--- src/rtl/core/sbfp_pkg.sv ---
`timescale 1ns / 1ps

package sbfp_pkg;

  localparam int unsigned MaxParams  = 32;
  localparam int unsigned IdxW       = (MaxParams > 1) ? $clog2(MaxParams) : 1;
  localparam int unsigned ByteW      = 8;
  localparam int unsigned StatusW    = 2;
  localparam int unsigned ParamIdxW  = 5;
  localparam int unsigned QueueDepth = 2;
  localparam int unsigned QPtrW      = (QueueDepth > 1) ? $clog2(QueueDepth) : 1;

  localparam logic [ByteW-1:0] SyncByte = 8'hFF;
  localparam logic [ByteW-1:0] ErrMax   = 8'hFF;

  typedef enum logic [StatusW-1:0] {
    ST_GOOD = 2'd0,
    ST_SYNC = 2'd1,
    ST_CSUM = 2'd2,
    ST_OVER = 2'd3
  } status_e;

  // one finished frame or error, handed from the front to the back
  typedef struct packed {
    status_e          status;
    logic [ByteW-1:0] device_id;
    logic [ByteW-1:0] instruction;
    logic [ByteW-1:0] param_count;
    logic [ByteW-1:0] error_count;
  } desc_t;

  typedef struct packed {
    logic             en;
    logic [IdxW-1:0]  addr;
    logic [ByteW-1:0] data;
  } store_wr_t;

  typedef struct packed {
    logic            en;
    logic [IdxW-1:0] addr;
  } store_rd_t;

endpackage

--- src/rtl/core/sbfp_in_if.sv ---
`timescale 1ns / 1ps

interface sbfp_in_if;
  import sbfp_pkg::*;

  logic             valid;
  logic             ready;
  logic [ByteW-1:0] rx_byte;

  modport source (output valid, output rx_byte, input ready);
  modport sink (input valid, input rx_byte, output ready);
endinterface

--- src/rtl/core/sbfp_out_if.sv ---
`timescale 1ns / 1ps

interface sbfp_out_if;
  import sbfp_pkg::*;

  logic                 valid;
  logic                 ready;
  logic [StatusW-1:0]   status;
  logic [ByteW-1:0]     device_id;
  logic [ByteW-1:0]     instruction;
  logic [ByteW-1:0]     param_count;
  logic                 has_param;
  logic [ParamIdxW-1:0] param_index;
  logic [ByteW-1:0]     param_byte;
  logic [ByteW-1:0]     error_count;
  logic                 last;

  modport source (
    output valid, output status, output device_id, output instruction,
    output param_count, output has_param, output param_index, output param_byte,
    output error_count, output last, input ready
  );
  modport sink (
    input valid, input status, input device_id, input instruction,
    input param_count, input has_param, input param_index, input param_byte,
    input error_count, input last, output ready
  );
endinterface

--- src/rtl/core/sbfp_param_store.sv ---
`timescale 1ns / 1ps

module sbfp_param_store (
  input  logic                     clk_i,
  input  sbfp_pkg::store_wr_t      wr_i,
  input  sbfp_pkg::store_rd_t      rd_i,
  output logic [sbfp_pkg::ByteW-1:0] rdata_o
);
  import sbfp_pkg::*;

  logic [ByteW-1:0] mem [MaxParams];
  logic [ByteW-1:0] rdata_q;

  always_ff @(posedge clk_i) begin
    if (wr_i.en) begin
      mem[wr_i.addr] <= wr_i.data;
    end
    if (rd_i.en) begin
      rdata_q <= mem[rd_i.addr];
    end
  end

  assign rdata_o = rdata_q;

endmodule

--- src/rtl/core/sbfp_front.sv ---
`timescale 1ns / 1ps

module sbfp_front (
  input  logic                clk_i,
  input  logic                rst_ni,
  sbfp_in_if.sink             in_i,
  input  logic                store_busy_i,
  input  logic                push_ready_i,
  output logic                push_valid_o,
  output sbfp_pkg::desc_t     push_desc_o,
  output sbfp_pkg::store_wr_t store_wr_o
);
  import sbfp_pkg::*;

  typedef enum logic [6:0] {
    PH_SYNC1 = 7'b0000001,
    PH_SYNC2 = 7'b0000010,
    PH_ID    = 7'b0000100,
    PH_LEN   = 7'b0001000,
    PH_INSTR = 7'b0010000,
    PH_DATA  = 7'b0100000,
    PH_CSUM  = 7'b1000000
  } phase_e;

  phase_e           phase_q, phase_d;
  logic [ByteW-1:0] id_q, id_d;
  logic [ByteW-1:0] instr_q, instr_d;
  logic [ByteW-1:0] expected_q, expected_d;
  logic [ByteW-1:0] seen_q, seen_d;
  logic [ByteW-1:0] sum_q, sum_d;
  logic [ByteW-1:0] errs_q, errs_d;

  logic             acc;
  logic [ByteW-1:0] rx;
  logic [ByteW-1:0] err_inc;
  logic [ByteW-1:0] want;
  logic [ByteW-1:0] sum_add;

  always_comb begin
    case (phase_q)
      PH_SYNC1, PH_SYNC2, PH_CSUM: in_i.ready = push_ready_i;
      PH_DATA:                     in_i.ready = !store_busy_i;
      default:                     in_i.ready = 1'b1;
    endcase
  end

  assign acc     = in_i.valid && in_i.ready;
  assign rx      = in_i.rx_byte;
  assign err_inc = (errs_q != ErrMax) ? errs_q + 8'd1 : errs_q;
  assign want    = ~sum_q;
  assign sum_add = sum_q + rx;

  always_comb begin
    phase_d      = phase_q;
    id_d         = id_q;
    instr_d      = instr_q;
    expected_d   = expected_q;
    seen_d       = seen_q;
    sum_d        = sum_q;
    errs_d       = errs_q;
    push_valid_o = 1'b0;
    push_desc_o  = '{status: ST_SYNC, device_id: '0, instruction: '0,
                     param_count: '0, error_count: err_inc};
    store_wr_o   = '{en: 1'b0, addr: seen_q[IdxW-1:0], data: rx};
    if (acc) begin
      case (phase_q)
        PH_SYNC1, PH_SYNC2: begin
          if (rx != SyncByte) begin
            errs_d       = err_inc;
            phase_d      = PH_SYNC1;
            push_valid_o = 1'b1;
          end else begin
            id_d       = '0;
            instr_d    = '0;
            expected_d = '0;
            seen_d     = '0;
            sum_d      = '0;
            phase_d    = (phase_q == PH_SYNC1) ? PH_SYNC2 : PH_ID;
          end
        end
        PH_ID: begin
          id_d    = rx;
          sum_d   = sum_add;
          phase_d = PH_LEN;
        end
        PH_LEN: begin
          expected_d = (rx >= 8'd2) ? rx - 8'd2 : '0;
          sum_d      = sum_add;
          phase_d    = PH_INSTR;
        end
        PH_INSTR: begin
          instr_d = rx;
          sum_d   = sum_add;
          phase_d = (expected_q != '0) ? PH_DATA : PH_CSUM;
        end
        PH_DATA: begin
          sum_d         = sum_add;
          store_wr_o.en = (32'(seen_q) < MaxParams);
          seen_d        = seen_q + 8'd1;
          if (seen_d >= expected_q) begin
            phase_d = PH_CSUM;
          end
        end
        PH_CSUM: begin
          phase_d                  = PH_SYNC1;
          push_valid_o             = 1'b1;
          push_desc_o.device_id    = id_q;
          push_desc_o.instruction  = instr_q;
          push_desc_o.param_count  = expected_q;
          if (32'(expected_q) > MaxParams) begin
            errs_d             = err_inc;
            push_desc_o.status = ST_OVER;
          end else if (rx != want) begin
            errs_d             = err_inc;
            push_desc_o.status = ST_CSUM;
          end else begin
            errs_d                  = '0;
            push_desc_o.status      = ST_GOOD;
            push_desc_o.error_count = '0;
          end
        end
        default: phase_d = PH_SYNC1;
      endcase
    end
  end

  always_ff @(posedge clk_i or negedge rst_ni) begin
    if (!rst_ni) begin
      phase_q    <= PH_SYNC1;
      id_q       <= '0;
      instr_q    <= '0;
      expected_q <= '0;
      seen_q     <= '0;
      sum_q      <= '0;
      errs_q     <= '0;
    end else begin
      phase_q    <= phase_d;
      id_q       <= id_d;
      instr_q    <= instr_d;
      expected_q <= expected_d;
      seen_q     <= seen_d;
      sum_q      <= sum_d;
      errs_q     <= errs_d;
    end
  end

endmodule

--- src/rtl/core/sbfp_queue.sv ---
`timescale 1ns / 1ps

module sbfp_queue (
  input  logic            clk_i,
  input  logic            rst_ni,
  input  logic            push_valid_i,
  input  sbfp_pkg::desc_t push_desc_i,
  output logic            push_ready_o,
  output logic            pop_valid_o,
  output sbfp_pkg::desc_t pop_desc_o,
  input  logic            pop_ready_i
);
  import sbfp_pkg::*;

  desc_t            entry_q [QueueDepth];
  logic [QPtrW-1:0] wr_ptr_q, rd_ptr_q;
  logic [QPtrW:0]   count_q;
  logic             push, pop;

  assign push_ready_o = (32'(count_q) < QueueDepth);
  assign pop_valid_o  = (count_q != '0);
  assign pop_desc_o   = entry_q[rd_ptr_q];
  assign push         = push_valid_i && push_ready_o;
  assign pop          = pop_valid_o && pop_ready_i;

  always_ff @(posedge clk_i) begin
    if (push) begin
      entry_q[wr_ptr_q] <= push_desc_i;
    end
  end

  always_ff @(posedge clk_i or negedge rst_ni) begin
    if (!rst_ni) begin
      wr_ptr_q <= '0;
      rd_ptr_q <= '0;
      count_q  <= '0;
    end else begin
      if (push) begin
        wr_ptr_q <= (32'(wr_ptr_q) == QueueDepth - 1) ? '0 : wr_ptr_q + 1'b1;
      end
      if (pop) begin
        rd_ptr_q <= (32'(rd_ptr_q) == QueueDepth - 1) ? '0 : rd_ptr_q + 1'b1;
      end
      if (push && !pop) begin
        count_q <= count_q + 1'b1;
      end else if (pop && !push) begin
        count_q <= count_q - 1'b1;
      end
    end
  end

endmodule

--- src/rtl/core/sbfp_back.sv ---
`timescale 1ns / 1ps

module sbfp_back (
  input  logic                       clk_i,
  input  logic                       rst_ni,
  input  logic                       pop_valid_i,
  input  sbfp_pkg::desc_t            pop_desc_i,
  output logic                       pop_ready_o,
  output sbfp_pkg::store_rd_t        store_rd_o,
  input  logic [sbfp_pkg::ByteW-1:0] rdata_i,
  output logic                       busy_o,
  sbfp_out_if.source                 out_o
);
  import sbfp_pkg::*;

  logic            busy_q;
  desc_t           cur_q;
  logic [IdxW-1:0] idx_q;

  logic            ovalid_q;
  desc_t           res_q;
  logic            has_q;
  logic [IdxW-1:0] pidx_q;
  logic            last_q;

  logic            emit;
  logic            has_cur;
  logic            last_cur;

  assign pop_ready_o = !busy_q;
  assign busy_o      = busy_q;
  assign emit        = busy_q && (!ovalid_q || out_o.ready);
  assign has_cur     = (cur_q.status == ST_GOOD) && (cur_q.param_count != '0);
  assign last_cur    = !has_cur || (ByteW'(idx_q) == cur_q.param_count - 8'd1);

  assign store_rd_o  = '{en: emit && has_cur, addr: idx_q};

  always_ff @(posedge clk_i or negedge rst_ni) begin
    if (!rst_ni) begin
      busy_q   <= 1'b0;
      idx_q    <= '0;
      ovalid_q <= 1'b0;
    end else begin
      if (!busy_q && pop_valid_i) begin
        busy_q <= 1'b1;
        idx_q  <= '0;
      end
      if (emit) begin
        ovalid_q <= 1'b1;
        if (last_cur) begin
          busy_q <= 1'b0;
        end else begin
          idx_q <= idx_q + 1'b1;
        end
      end else if (out_o.ready) begin
        ovalid_q <= 1'b0;
      end
    end
  end

  always_ff @(posedge clk_i) begin
    if (!busy_q && pop_valid_i) begin
      cur_q <= pop_desc_i;
    end
    if (emit) begin
      res_q  <= cur_q;
      has_q  <= has_cur;
      pidx_q <= idx_q;
      last_q <= last_cur;
    end
  end

  assign out_o.valid       = ovalid_q;
  assign out_o.status      = res_q.status;
  assign out_o.device_id   = res_q.device_id;
  assign out_o.instruction = res_q.instruction;
  assign out_o.param_count = res_q.param_count;
  assign out_o.has_param   = has_q;
  assign out_o.param_index = has_q ? ParamIdxW'(pidx_q) : '0;
  assign out_o.param_byte  = has_q ? rdata_i : '0;
  assign out_o.error_count = res_q.error_count;
  assign out_o.last        = last_q;

endmodule

--- src/rtl/core/servo_bus_frame_parser.sv ---
`timescale 1ns / 1ps

// channel   modport  payload                                           request
// in_i      sink     rx_byte                                           one received byte
// out_o     source   status device_id instruction param_count          one frame or parameter result
//                    has_param param_index param_byte error_count last
//
// the front takes one byte per cycle; while the back is busy or a frame waits in the
// frame queue, a parameter byte of the next frame waits
// the back gives one result per cycle while out_o is ready, from a registered store read
// reset is asynchronous and active low; the parameter store is not cleared
// the front also waits at sync and checksum bytes when the two-entry frame queue is full

module servo_bus_frame_parser (
  input  logic       clk_i,
  input  logic       rst_ni,
  sbfp_in_if.sink    in_i,
  sbfp_out_if.source out_o
);
  import sbfp_pkg::*;

  logic             push_valid, push_ready;
  desc_t            push_desc;
  logic             pop_valid, pop_ready;
  desc_t            pop_desc;
  store_wr_t        store_wr;
  store_rd_t        store_rd;
  logic [ByteW-1:0] rdata;
  logic             back_busy;
  logic             store_busy;

  assign store_busy = back_busy || pop_valid;

  sbfp_front u_front (
    .clk_i        (clk_i),
    .rst_ni       (rst_ni),
    .in_i         (in_i),
    .store_busy_i (store_busy),
    .push_ready_i (push_ready),
    .push_valid_o (push_valid),
    .push_desc_o  (push_desc),
    .store_wr_o   (store_wr)
  );

  sbfp_queue u_queue (
    .clk_i        (clk_i),
    .rst_ni       (rst_ni),
    .push_valid_i (push_valid),
    .push_desc_i  (push_desc),
    .push_ready_o (push_ready),
    .pop_valid_o  (pop_valid),
    .pop_desc_o   (pop_desc),
    .pop_ready_i  (pop_ready)
  );

  sbfp_param_store u_store (
    .clk_i   (clk_i),
    .wr_i    (store_wr),
    .rd_i    (store_rd),
    .rdata_o (rdata)
  );

  sbfp_back u_back (
    .clk_i       (clk_i),
    .rst_ni      (rst_ni),
    .pop_valid_i (pop_valid),
    .pop_desc_i  (pop_desc),
    .pop_ready_o (pop_ready),
    .store_rd_o  (store_rd),
    .rdata_i     (rdata),
    .busy_o      (back_busy),
    .out_o       (out_o)
  );

  a_store_no_overwrite: assert property (@(posedge clk_i) disable iff (!rst_ni)
    store_wr.en |-> !back_busy && !pop_valid)
    else $error("parameter store written while a frame is draining");

  a_error_single: assert property (@(posedge clk_i) disable iff (!rst_ni)
    out_o.valid && (out_o.status != ST_GOOD) |-> out_o.last && !out_o.has_param)
    else $error("error result not a single final result");

  a_good_clears_errors: assert property (@(posedge clk_i) disable iff (!rst_ni)
    out_o.valid && (out_o.status == ST_GOOD) |-> (out_o.error_count == '0))
    else $error("good frame with nonzero error count");

  a_read_follows_emit: assert property (@(posedge clk_i) disable iff (!rst_ni)
    store_rd.en |=> out_o.valid && out_o.has_param)
    else $error("store read without a parameter result");

endmodule
--- src/flat_wrapper.sv ---
// flat-port wrapper written by rule: the top's interface ports become plain ports
module servo_bus_frame_parser_flat import sbfp_pkg::*;
  (clk_i, rst_ni, in_i_valid, in_i_rx_byte, in_i_ready, out_o_valid, out_o_status, out_o_device_id, out_o_instruction, out_o_param_count, out_o_has_param, out_o_param_index, out_o_param_byte, out_o_error_count, out_o_last, out_o_ready);
  sbfp_in_if in_i_i ();
  sbfp_out_if out_o_i ();
  input  logic clk_i;
  input  logic rst_ni;
  input wire logic [$bits(in_i_i.valid)-1:0] in_i_valid;
  input wire logic [$bits(in_i_i.rx_byte)-1:0] in_i_rx_byte;
  output wire logic [$bits(in_i_i.ready)-1:0] in_i_ready;
  output wire logic [$bits(out_o_i.valid)-1:0] out_o_valid;
  output wire logic [$bits(out_o_i.status)-1:0] out_o_status;
  output wire logic [$bits(out_o_i.device_id)-1:0] out_o_device_id;
  output wire logic [$bits(out_o_i.instruction)-1:0] out_o_instruction;
  output wire logic [$bits(out_o_i.param_count)-1:0] out_o_param_count;
  output wire logic [$bits(out_o_i.has_param)-1:0] out_o_has_param;
  output wire logic [$bits(out_o_i.param_index)-1:0] out_o_param_index;
  output wire logic [$bits(out_o_i.param_byte)-1:0] out_o_param_byte;
  output wire logic [$bits(out_o_i.error_count)-1:0] out_o_error_count;
  output wire logic [$bits(out_o_i.last)-1:0] out_o_last;
  input wire logic [$bits(out_o_i.ready)-1:0] out_o_ready;
  assign in_i_i.valid = in_i_valid;
  assign in_i_i.rx_byte = in_i_rx_byte;
  assign in_i_ready = in_i_i.ready;
  assign out_o_valid = out_o_i.valid;
  assign out_o_status = out_o_i.status;
  assign out_o_device_id = out_o_i.device_id;
  assign out_o_instruction = out_o_i.instruction;
  assign out_o_param_count = out_o_i.param_count;
  assign out_o_has_param = out_o_i.has_param;
  assign out_o_param_index = out_o_i.param_index;
  assign out_o_param_byte = out_o_i.param_byte;
  assign out_o_error_count = out_o_i.error_count;
  assign out_o_last = out_o_i.last;
  assign out_o_i.ready = out_o_ready;
  servo_bus_frame_parser u_core (.clk_i(clk_i), .rst_ni(rst_ni), .in_i(in_i_i), .out_o(out_o_i));
endmodule
--- config.mk ---
export PLATFORM = sky130hd
export DESIGN_NAME = servo_bus_frame_parser_flat
export DESIGN_NICKNAME = d
export VERILOG_FILES = /design/src/rtl/core/sbfp_pkg.sv /design/src/rtl/core/sbfp_in_if.sv /design/src/rtl/core/sbfp_out_if.sv /design/src/rtl/core/sbfp_param_store.sv /design/src/rtl/core/sbfp_front.sv /design/src/rtl/core/sbfp_queue.sv /design/src/rtl/core/sbfp_back.sv /design/src/rtl/core/servo_bus_frame_parser.sv /design/src/flat_wrapper.sv
export SDC_FILE = /design/constraint.sdc
export NUM_CORES = 1
export LEC_CHECK = 0
export BUFFER_PORTS_ARGS = -buffer_cell sky130_fd_sc_hd__buf_2
export CAP_MARGIN = 40
export CORE_MARGIN = 8
export CORE_UTILIZATION = 60
export DETAILED_ROUTE_END_ITERATION = 12
export HOLD_SLACK_MARGIN = 0.08
export PLACE_DENSITY = 0.79
export SYNTH_ARGS = -nofsm -noshare
export SYNTH_HDL_FRONTEND = slang
export SYNTH_SLANG_ARGS = --single-unit
export TNS_END_PERCENT = 20
--- constraint.sdc ---
create_clock -name clk_i -period 7.68 [get_ports clk_i]
set_input_delay 2.304 -clock clk_i [delete_from_list [all_inputs] [get_ports clk_i]]
set_output_delay 2.304 -clock clk_i [all_outputs]
set_load 0.01 [all_outputs]
==> results.cfg <==
[layout]
final_common_cell = edfxtp_1
nets = 1224
utilization_pct = 67.8
final_cell_mix = edfxtp_1 (407), mux4_2 (80), buf_2 (66)
drive_gt1_share_pct = 25.9
syn2layout_area_growth_pct = 12.3
fillers = 2017
diodes = 0

[drt]
via_count = 10400
wirelength_um = 40100
wl_per_cell_um = 24.6
drtIter0Drc = 1056
drc = 0
avgViaCountPerCell = 6.39
ant_nets = 0
drt-pass1-iter-count = 5

[hold_path]
min_from = u_core.u_back.cur_q[25]
min_to = u_core.u_back.out_o.device_id[1]
whs_path_depth = 0
holdCritPathClass = register to register

[synthesis]
synth_edf_count = 407
seq_area_frac_synth_pct = 71.4
synth-seq-cells = 473
synth_cell_types = 70
yosysWarningCount = 0
synth_top_area_share_pct = 62.9
synth_top_cell_by_area = edfxtp_1
ys_top_cells_by_area = edfxtp_1 (63%), mux4_2 (9.3%), dfrtp_1 (8.4%)
synthCells = 1089
syn_area_mm2 = 0.0194
avgSynthCellArea_um2 = 17.8
synthArstFlopShare_pct = 14.0
synth.net_count = 1127
synth_flop_cell = edfxtp_1

[die]
rows = 66
start_util_pct = 60.3
ios = 63
die_w_um = 196
die_y_um = 196
design.die.area_mm2 = 0.0384
design.core.area_mm2 = 0.0322

[sta]
final_max_slew_viol_count = 0
skew_ns = 0.0238
setup_viol = 0
fmax_mhz = 215
whs_ns = 0.412
min_period_over_period_pct = 60.6
max_slew_margin_pct = 33.6
setup_tns_ns = 0
final-hold-violation-count = 0
rsz0062_at_grt = false
tightest_slew_ns = 0.990
fin_crit_ns = 4.65

[cts]
cts.path.max_buffers = 3
cts.sinks = 473
holdBufCountCts = 0
cts_tree = done
htreeDepth = 2
cts_made_buffers = 45
cts_setup_buffers = 0
clkTransAtPathRegs_ns = 0.06
clk_latency_ns = 0.55
root_buffer = clkbuf_16
post_cts_resized = 0

[setup_path]
cp_max_fo = 9
start_kind = register
end_kind = primary output
crit_type = register to primary output
r2r_cells = 6
critPathArrivalTime_ns = 2.35
cp.buffers_inverters = 1
worstSetupPathDepth = 5
slowest_delay_ns = 0.52
timing.rr.end = u_core.u_store.mem[31][4]
critPathTopFamily = simple AND/OR/NAND/NOR gates
reg2reg_slack_ns = 3.97
cp_cell_sequence = nor4b_1, a32o_1, nor2_1, o21ai_0, buf_2
regToRegStartpoint = u_core.u_front.phase_q[6]
worstPathRequired_ns = 5.38
slowest_stage = nor4b_1

[place]
io_buffers = 62
gp_congestion = 0.843
post-dp-hpwl_um = 23400

[global_route]
grt_start_max_net_pins = 66
gr-usage-all-layers_pct = 20.9
grt_pass1_wl_um = 61400
antenna_found_initial = 2
grt_pass1_vias = 10500
grt_overflow = 0

[power_and_ir_drop]
p_total_uw = 6900
powerDensity_mw_per_mm2 = 316
p_leak_uw = 0.00763
irDropWorstVdd_mv = 0.174

[job]
max_cap_viol_count = 0

[run_status]
status = finished, final reports clean
==> layer usage <==
layer  track usage, %  routed length [µm]  share of wire, %  up-vias
met5                0                  23             0.057        -
met3             4.23                3170               7.9       88
li1                 -                   -                 -     4502
met2             34.0               19500                49      471
met1             28.2               16200                40     5345
met4             7.27                1160               2.9        4
==> final cells by class <==
cell class	instances	area [µm²]	area share (%)
Tap cell	408	510	2.34
Inverter	27	101	0.464
Clock buffer	61	1240	5.67
Multi-Input combinational cell	546	5260	24.1
Timing Repair Buffer	93	606	2.78
Clock inverter	22	224	1.03
Sequential cell	473	13900	63.6
==> synth_stat cells, types with 3 or more instances <==
master,number
a21o_1,6
a21oi_1,21
a22o_1,26
and2_1,41
and3_1,18
buf_1,8
buf_2,9
buf_6,4
clkbuf_1,20
dfrtp_1,65
edfxtp_1,407
ha_1,25
inv_1,27
mux2_2,55
mux2i_1,6
mux4_2,80
nand2_1,29
nand2b_1,10
nand3_1,15
nand3b_1,3
nand4_1,7
nor2_1,46
nor2b_1,6
nor3_1,26
nor3b_1,5
nor4_1,5
nor4b_1,4
o211ai_1,3
o21ai_0,16
o21ai_1,5
o31ai_1,7
or3_1,3
or4_1,3
xnor2_1,19
xor2_1,15
==> report_power, final <==
part,switching (µW),leakage [µW],total (µW),internal (µW)
Combinational,734,0.00229,1330,600
Clock,912,0.000705,2180,1270
Sequential,189,0.00463,3390,3200
Total,1830,0.00763,6900,5070
==> logic make-up after synthesis <==
family | count (synthesis) | share of synthesized area (%)
compound gates | 110 | 4.14
xor+xnor | 34 | 1.53
fa+ha+maj | 26 | 1.71
buf+inv | 70 | 1.60
flops | 473 | 71.4
mux | 141 | 12.8
simple gates | 235 | 6.82
==> how the worst max path moves through the flow <==
stage / end / startpoint
after floorplan: u_core.u_queue.entry_q[0][0] / in_i_rx_byte[7]
final: in_i_ready / u_core.u_front.phase_q[6]
after global placement: u_core.u_front.sum_q[7] / in_i_rx_byte[3]
after global routing: in_i_ready / u_core.u_front.phase_q[6]
after CTS: in_i_ready / u_core.u_front.phase_q[6]
after detailed placement: u_core.u_front.sum_q[7] / in_i_rx_byte[2]
==> sequential cells by signal, summed over array words and instances (netlist names), 2 cells and up <==
name,flops
u_core.u_back.out_o.instruction,8
u_core.u_back.out_o.error_count,8
u_core.u_front.errs_q,8
u_core.u_back.idx_q,5
u_core.u_front.phase_q,7
u_core.u_store.mem,256
u_core.u_front.expected_q,8
u_core.u_back.out_o.param_count,8
u_core.u_back.pidx_q,5
u_core.u_queue.count_q,2
u_core.u_front.id_q,8
u_core.u_back.out_o.device_id,8
u_core.u_front.instr_q,8
u_core.u_front.seen_q,8
u_core.u_back.cur_q,34
u_core.u_queue.entry_q,68
u_core.u_store.rdata_o,8
u_core.u_front.sum_q,8
u_core.u_back.out_o.status,2
==> per-stage QoR <==
| step | cell area, µm² | setup WS (ns) | instances |
|---|---|---|---|
| after floorplan | 19400 | 2.89 | 1089 |
| after global placement | 20200 | 2.71 | 1532 |
| after detailed placement | 20400 | 2.67 | 1546 |
| after CTS | 21800 | 3.04 | 1629 |
| after global routing | 21800 | 2.93 | 1630 |
| final | 21800 | 3.03 | 1630 |
No activity file was read; power rests on OpenSTA's default activity.
